**config.mk**
```make
export PLATFORM = sky130hd
export DESIGN_NAME = aes_ram
export DESIGN_NICKNAME = d
export VERILOG_FILES = /design/src/rtl/aes_ram.sv
export SDC_FILE = /design/constraint.sdc
export NUM_CORES = 1
export LEC_CHECK = 0
export ABC_AREA = 1
export BUFFER_PORTS_ARGS = -buffer_cell sky130_fd_sc_hd__buf_2
export CAP_MARGIN = 20
export CORE_ASPECT_RATIO = 0.9
export CORE_MARGIN = 2
export CORE_UTILIZATION = 25
export CTS_BUF_LIST = sky130_fd_sc_hd__clkbuf_4 sky130_fd_sc_hd__clkbuf_8
export DETAILED_ROUTE_END_ITERATION = 6
export PLACE_DENSITY = 0.37
export SLEW_MARGIN = 5
export SYNTH_ARGS = -nofsm -noshare
export SYNTH_HDL_FRONTEND = slang
export SYNTH_SLANG_ARGS = --single-unit
export TNS_END_PERCENT = 5
```
**constraint.sdc**
```tcl
create_clock -name clk -period 5.61 [get_ports clk]
set_clock_uncertainty 0.2 [all_clocks]
set_input_delay 1.122 -clock clk [delete_from_list [all_inputs] [get_ports clk]]
set_output_delay 1.122 -clock clk [all_outputs]
set_load 0.05 [all_outputs]
```
**src/rtl/aes_ram.sv**
```systemverilog
// Generic simple dual-port RAM (one write port, one read port) with registered read.
module aes_ram #(
    parameter int WIDTH = 64,
    parameter int DEPTH = 22
) (
    input  logic                     clk,
    input  logic                     we,
    input  logic [$clog2(DEPTH)-1:0] waddr,
    input  logic [WIDTH-1:0]         wdata,
    input  logic [$clog2(DEPTH)-1:0] raddr,
    output logic [WIDTH-1:0]         rdata
);

    logic [WIDTH-1:0] mem [DEPTH];

    always_ff @(posedge clk)
    begin
        if (we)
        begin
            mem[waddr] <= wdata;
        end
        rdata <= mem[raddr];
    end

endmodule

```
==> key figures, run 1 <==
STA
  • Max Slew Vio Count: 0
  • Minimum clock period: 3.14 ns
  • Final hold violations: 0
  • Final TNS setup: 0 ns
  • F_max: 318 MHz
  • RSZ-0062 raised after global routing: no
  • Worst slew pin tran: between 1 and 1.5 ns
  • Final setup viols: 0
  • Fin crit share: 56.0%
  • Max-slew headroom: roughly a quarter

Synthesis
  • Main combinational cell family by area after synthesis: simple AND/OR/NAND/NOR gates
  • Netlist cell types: 14
  • Multiplexer area fraction after synthesis: 0%
  • Synth Area in Compound Gates: 1.11%
  • Mapped Avg Cell Area: 12.1 µm²
  • Seq cells post-synth: 1472
  • Sequential fraction of the synthesis area: 75.5%
  • Synth Instances: 4753
  • Ys Warns: 0
  • Cell Area, Synth: a little under 60000 µm²
  • Mapped Nets: 4829
  • XOR/XNOR Fraction of Synth Area: 0%
  • Synth Area in Simple Gates: 20.6%
  • Adder-cell area share of the yosys netlist: 0%

Power
  • Flop pwr share: 50.8%
  • Clock share of power: 42.7%
  • P per Cell Area: 358 nW/µm²
  • Leakage power: 24.0 nW
  • Psw: roughly 5.8 mW
  • Switch share: around a quarter
  • Logic pwr share: 6.4%
  • VDD IR max: 0.000226 V
  • Internal power: 18.3 mW

Routing
  • Met2 WL: 88.9 mm
  • Pre-Repair DR Iteration Count: 5
  • Met1 wire length: about 87 mm
  • DR top layer: met5
  • Aggregate routed wire length: 188 mm
  • 1st-iter DRT viols: 2745
  • Vias/cell: 4.48
  • Routed length on met3: 8.27 mm
  • DRC: 0
  • Average wire per standard cell: 22.9 µm
  • Via count: 36757
  • Number of routed nets with antenna violations: 0

Critical path
  • Slowest cell on the critical path: dfxtp_1
  • Worst Setup End Kind: output pin
  • Crit path buf inv count: 1
  • WS Path Type: flip-flop to output pin
  • Worst setup SP type: flip-flop
  • Worst-path cell chain: buf_2
  • CP max FO: 1
  • Slowest stage delay, CP: 0.50 ns
  • Worst path arrival time: 1.82 ns
  • Worst path top cell family by delay: flip-flops
  • Worst EP required: roughly 4.3 ns

Clock network
  • Clock Path Buffers: 4
  • Total clock buffers created by CTS: 277
  • Post-CTS sizing: 0
  • CTS H-tree lvls: 5
  • Post-CTS setup buffers: 0
  • Clock sinks: 1472
  • CTS tree: done
  • Clock slew at reported path FFs: 0.07 ns
  • Root buf cell: clkbuf_8
  • Clock latency on the worst-skew pair: 1.00 ns
  • CTS Hold Bufs: 0

Finish
  • Layout Utilization: 29.3%
  • Filler cell count: 23617
  • Share of cells above drive strength 1: 13.4%
  • Final Instance Area: between 60000 and 70000 µm²
  • Layout area overhead: 16.7%
  • Post-route insts no fill: 8206
  • # nets final: 5042

GRT
  • Remaining Overflow, GRT: 0
  • Largest net degree at the start of global routing: between 150 and 200
  • Antenna violations before repair: 20
  • GRT Total Usage: 15.8%
  • Vias in the first global route: 37165
  • First-pass GRT wire length: 270 mm

Die
  • Initial Util: between 20% and 30%
  • Core area: 230000 µm²
  • Die area: 235000 µm²
  • Io pins: 140
  • Die Span X: 510 µm
  • Site Rows: 167
  • Die height: 460 µm

Min path
  • HP Class: primary input to flip-flop

Run status
  • Outcome: completed

Flow run
  • Max-cap viol count: 0

Placed design
  • HPWL after detailed placement: 87.1 mm
  • Placed cells: 7729
  • Placer Congestion: 0.690
  • Dpl cell area: 62100 µm²
  • IO buf count: 139
logic make-up after synthesis:
| group | count (synthesis) |
|---|---|
| AO/OA/AOI/OAI | 128 |
| AND/OR/NAND/NOR | 2848 |
| flip-flops | 1472 |
| buffers and inverters | 305 |
metrics by stage:
step | hold WS, ns | power, mW | setup slack, ns
after CTS | 0.247 | 24.6 | 2.35
after detailed placement | 0.390 | 14.1 | 1.83
final | 0.348 | 24.2 | 2.47
after global routing | 0.278 | 25.1 | 2.35
after floorplan | 0.372 | 13.4 | 0.869
after global placement | 0.394 | 14.1 | 1.78
flip-flops by register name, summed over array words and instances (netlist names):
register,flops
mem,1408
rdata,64
worst paths after layout:
kind | start | to | slack, ns | depth (start not counted)
worst max-delay path | rdata[33]$_DFF_P_ | rdata[33] | 2.47 | 1
worst min-delay path | wdata[51] | mem[13][51]$_DFFE_PP_ | 0.35 | 1
worst max register to register | mem[5][7]$_DFFE_PP_ | rdata[7]$_DFF_P_ | 4.16 | 8
worst min register to register | mem[21][51]$_DFFE_PP_ | rdata[51]$_DFF_P_ | 0.40 | 4
final cells by class:
class | count | area [µm²] | area share (%)
flip-flops and latches | 1472 | 43600 | 64.7
multi-input cells | 2976 | 12700 | 18.9
clock buffers | 413 | 4960 | 7.37
well taps | 3042 | 3810 | 5.65
repair buffers | 229 | 1920 | 2.85
clock inverters | 56 | 332 | 0.492
inverters | 10 | 65.1 | 0.0966
diodes | 8 | 20.0 | 0.0297
power groups by stage:
| stage | Clock (mW) | Sequential [mW] | Combinational, mW |
|---|---|---|---|
| finish | 10.3 | 12.3 | 1.55 |
| global route | 11.1 | 12.3 | 1.72 |
| CTS | 10.7 | 12.3 | 1.59 |
| detailed placement | 0 | 12.5 | 1.59 |
| global placement | 0 | 12.5 | 1.59 |
| floorplan | 0 | 12.7 | 0.757 |
cell usage in the layout (no fill, tap or decap):
master	instances
buf_12	41
buf_2	134
buf_4	51
buf_8	3
bufinv_16	3
clkbuf_4	115
clkbuf_8	298
clkinv_1	35
clkinv_2	11
clkinvlp_4	5
dfxtp_1	64
diode_2	8
edfxtp_1	1408
inv_1	5
inv_4	2
inv_6	2
inv_8	3
nand2_1	1792
nand3_1	970
nor2_1	64
nor2_4	22
o21ai_0	68
o21ai_1	60
layer usage:
metal  up-vias  GRT usage [%]
li1      17134              -
met1     18457           21.5
met2       810           25.8
met3       346           2.84
met4        10           4.07
met5         -              0
synth_stat cells (all sizes together):
cell type	count	area (µm²)
dfxtp	64	1280
nand3	970	4850
nand2	1792	6730
buf	236	1350
nor2	86	323
o21ai	128	641
inv	10	37.5
edfxtp	1408	42300
clkbuf	59	221
No activity file was read; power rests on OpenSTA's default activity.
==> run 2, diff against run 1 <==
- ABC_AREA: 1 -> 0
- PLACE_DENSITY: 0.37 -> 0.38
- clock period: 5.61 -> 2.7 ns (I/O delays scaled with it)
==> run 2 against run 1 <==
Flip-flop and latch count unchanged; critical path type unchanged; clock power increased by 110%; via count decreased by 24%; combinational power increased by 82%; die area decreased by 4.1%; worst setup slack got worse by 2.3 ns; largest cell class unchanged; area after synthesis decreased by 4.1%; highest routed layer unchanged; first-iteration DRC count decreased by 29%; count of clock-buffer cells in the layout decreased by 9; power increased by 110%; sequential share of layout area about the same.
==> key figures, run 2 <==
Die
  • Initial Util: 25.2% (+0.081 points)
  • Site Rows: 163 (-2.4%)
  • Die area: 225000 µm² (-4.1%)
  • Core area: 220000 µm² (-4.4%)
  • Die height: 450 µm (-2.1%)
  • Die Span X: 500 µm (-2.1%)
  • Io pins: 140 (unchanged)

STA
  • RSZ-0062 raised after global routing: no
  • Worst slew pin tran: 0.611 ns (-0.531 ns)
  • Minimum clock period: 2.54 ns
  • F_max: roughly 400 MHz
  • Final TNS setup: 0 ns (unchanged)
  • Max Slew Vio Count: 0 (unchanged)
  • Fin crit share: 94.0%
  • Final hold violations: 0 (unchanged)
  • Max-slew headroom: 59.3% (+35 points)
  • Final setup viols: 0 (unchanged)

Min path
  • HP Class: primary input to flip-flop

Finish
  • Max FFs per register: 1408 (unchanged)
  • Layout Utilization: 30.7% (+1.4 points)
  • Post-route insts no fill: 6351 (-23%)
  • Layout area overhead: 21.8%
  • # nets final: 3343 (-34%)
  • Commonest non-fill, non-tap cell in the layout: edfxtp_1
  • Largest regs: mem (1408), rdata (64)
  • Share of cells above drive strength 1: 26.3% (+13 points)
  • Top reg by flops: mem
  • Commonest non-fill, non-tap cells in the layout: edfxtp_1, mux2i_1, clkbuf_8

Routing
  • DRC: 0 (unchanged)
  • Average wire per standard cell: 25.5 µm (+11%)
  • 1st-iter DRT viols: 1948 (-29%)
  • Aggregate routed wire length: 162 mm (-14%)
  • Number of routed nets with antenna violations: 0 (unchanged)
  • Pre-Repair DR Iteration Count: 5 (unchanged)
  • Vias/cell: 4.41 (-1.5%)
  • Via count: 28028 (-24%)

Clock network
  • Clock sinks: 1472 (unchanged)
  • CTS tree: done
  • Post-CTS setup buffers: 0 (unchanged)
  • Root buf cell: clkbuf_8
  • Clock slew at reported path FFs: 0.06 ns (about the same)
  • Clock latency on the worst-skew pair: 1.02 ns (+0.02 ns)
  • CTS H-tree lvls: 5 (unchanged)
  • Clock Path Buffers: 4 (unchanged)
  • Total clock buffers created by CTS: 277 (unchanged)

Power
  • VDD IR max: 0.000394 V (+75%)
  • Total power: 49.6 mW (+110%)
  • Clock share of power: 42.8% (about the same)
  • Flop pwr share: 51.6% (+0.8 points)
  • Leakage power: 22.4 nW (-6.7%)
  • P per Cell Area: 735 nW/µm² (+110%)
  • Switch share: 22.6% (-1.5 points)
  • Internal power: 38.4 mW (+110%)
  • Psw: 11.2 mW (+92%)
  • Logic pwr share: 5.7% (-0.7 points)

Synthesis
  • Synth async-reset ratio: 0% (unchanged)
  • Synth Flop Type: edfxtp_1
  • Netlist cell types: 28 (+14)
  • Post-synth EDFFs: 1408 (unchanged)
  • Synth Instances: 2751 (-42%)
  • Area fraction of the dominant cell type after synthesis: 76.4% (+3.2 points)
  • Seq cells post-synth: 1472 (unchanged)
  • Yosys top cell by area: edfxtp_1
  • Mapped Avg Cell Area: 20.1 µm² (+66%)
  • Mapped Nets: 2827 (-41%)
  • Largest cells by area after synthesis: edfxtp_1, mux2i_1, mux4_2
  • Cell Area, Synth: 55300 µm² (-4.1%)
  • Commonest cells post-synth: edfxtp_1, mux2i_1, a22oi_1
  • Sequential fraction of the synthesis area: 78.7% (+3.2 points)
  • Ys Warns: 0 (unchanged)
  • Most numerous cell in the Yosys netlist: edfxtp_1

Placed design
  • Placer Congestion: 0.686 (-0.54%)
  • IO buf count: 139 (unchanged)
  • HPWL after detailed placement: 88.1 mm (+1.1%)
  • Placed cells: 5805 (-25%)

GRT
  • Antenna violations before repair: 12 (-40%)
  • Remaining Overflow, GRT: 0 (unchanged)
  • Largest net degree at the start of global routing: 88 (-53%)
  • Vias in the first global route: 29224 (-21%)
  • GRT Total Usage: 14.2% (-1.6 points)
  • First-pass GRT wire length: 227 mm (-16%)

Run status
  • Outcome: completed

Critical path
  • Worst Setup End Kind: output pin
  • WS Path Type: flip-flop to output pin
  • Worst setup SP type: flip-flop
  • CP max FO: 1 (unchanged)
  • Slowest stage delay, CP: 0.47 ns (-0.03 ns)
  • Worst-path cell chain: buf_2
  • Crit path buf inv count: 1 (unchanged)
  • Slowest cell on the critical path: dfxtp_1
  • Worst path arrival time: 1.80 ns (-0.02 ns)
  • Worst path top cell family by delay: flip-flops
  • Worst EP required: 1.96 ns (-2.33 ns)

Flow run
  • Max-cap viol count: 0 (unchanged)
[run 2: final timing paths]
path / from / endpoint / slack [ns] / cells after the start
max reg2reg: mem[7][3]$_DFFE_PP_ / rdata[3]$_DFF_P_ / 0.78 / 5
min reg2reg: mem[17][58]$_DFFE_PP_ / rdata[58]$_DFF_P_ / 0.43 / 4
min: waddr[1] / mem[16][30]$_DFFE_PP_ / 0.12 / 4
max: rdata[19]$_DFF_P_ / rdata[19] / 0.16 / 1
[run 2: repair_timing]
action                                  CTS  global route
endpoints found under the hold margin  1415             0
hold buffers                             70             0
setup endpoints to repair                 1             0
resized for setup                         1             0
[run 2: per-stage QoR]
stage          setup slack [ns]  area [µm²]  hold slack, ns
2_1_floorplan            -0.698       55400           0.410
3_3_place_gp            -0.0859       61400           0.445
3_5_place_dp            -0.0703       61400           0.439
4_1_cts                  0.0129       67400          0.0213
5_1_grt                  0.0358       67400          0.0535
6_report                  0.163       67400           0.119
[run 2: per-layer routing]
layer  track usage (%)  vias to the layer above  routed length (µm)
li1                  -                    12328                   -
met1              18.9                    14864               73300
met2              23.8                      558               79800
met3              2.69                      276                5600
met4              3.70                        2                3230
met5                 0                        -                  15
[run 2: power groups by stage]
stage | clock network, mW | registers (mW) | logic, mW
4_1_cts | 22.0 | 25.6 | 2.91
2_1_floorplan | 0 | 26.4 | 1.17
6_report | 21.2 | 25.5 | 2.82
3_3_place_gp | 0 | 26.0 | 2.81
3_5_place_dp | 0 | 26.0 | 2.81
5_1_grt | 23.0 | 25.6 | 3.03
[run 2: cell type report]
cell class | count | area, µm²
clock buffers | 404 | 4880
fillers | 21349 | 152000
well taps | 2887 | 3610
diodes | 12 | 30.0
repair buffers | 386 | 3880
multi-input cells | 1130 | 11000
clock inverters | 60 | 403
flip-flops and latches | 1472 | 43600
[run 2: cell families after synthesis]
kind of cell / share of synthesized area (%)
AOI/OAI and AO/OA: 3.47
buffers and inverters: 1.75
DFF: 78.7
muxes: 13.3
and+or+nand+nor: 2.74
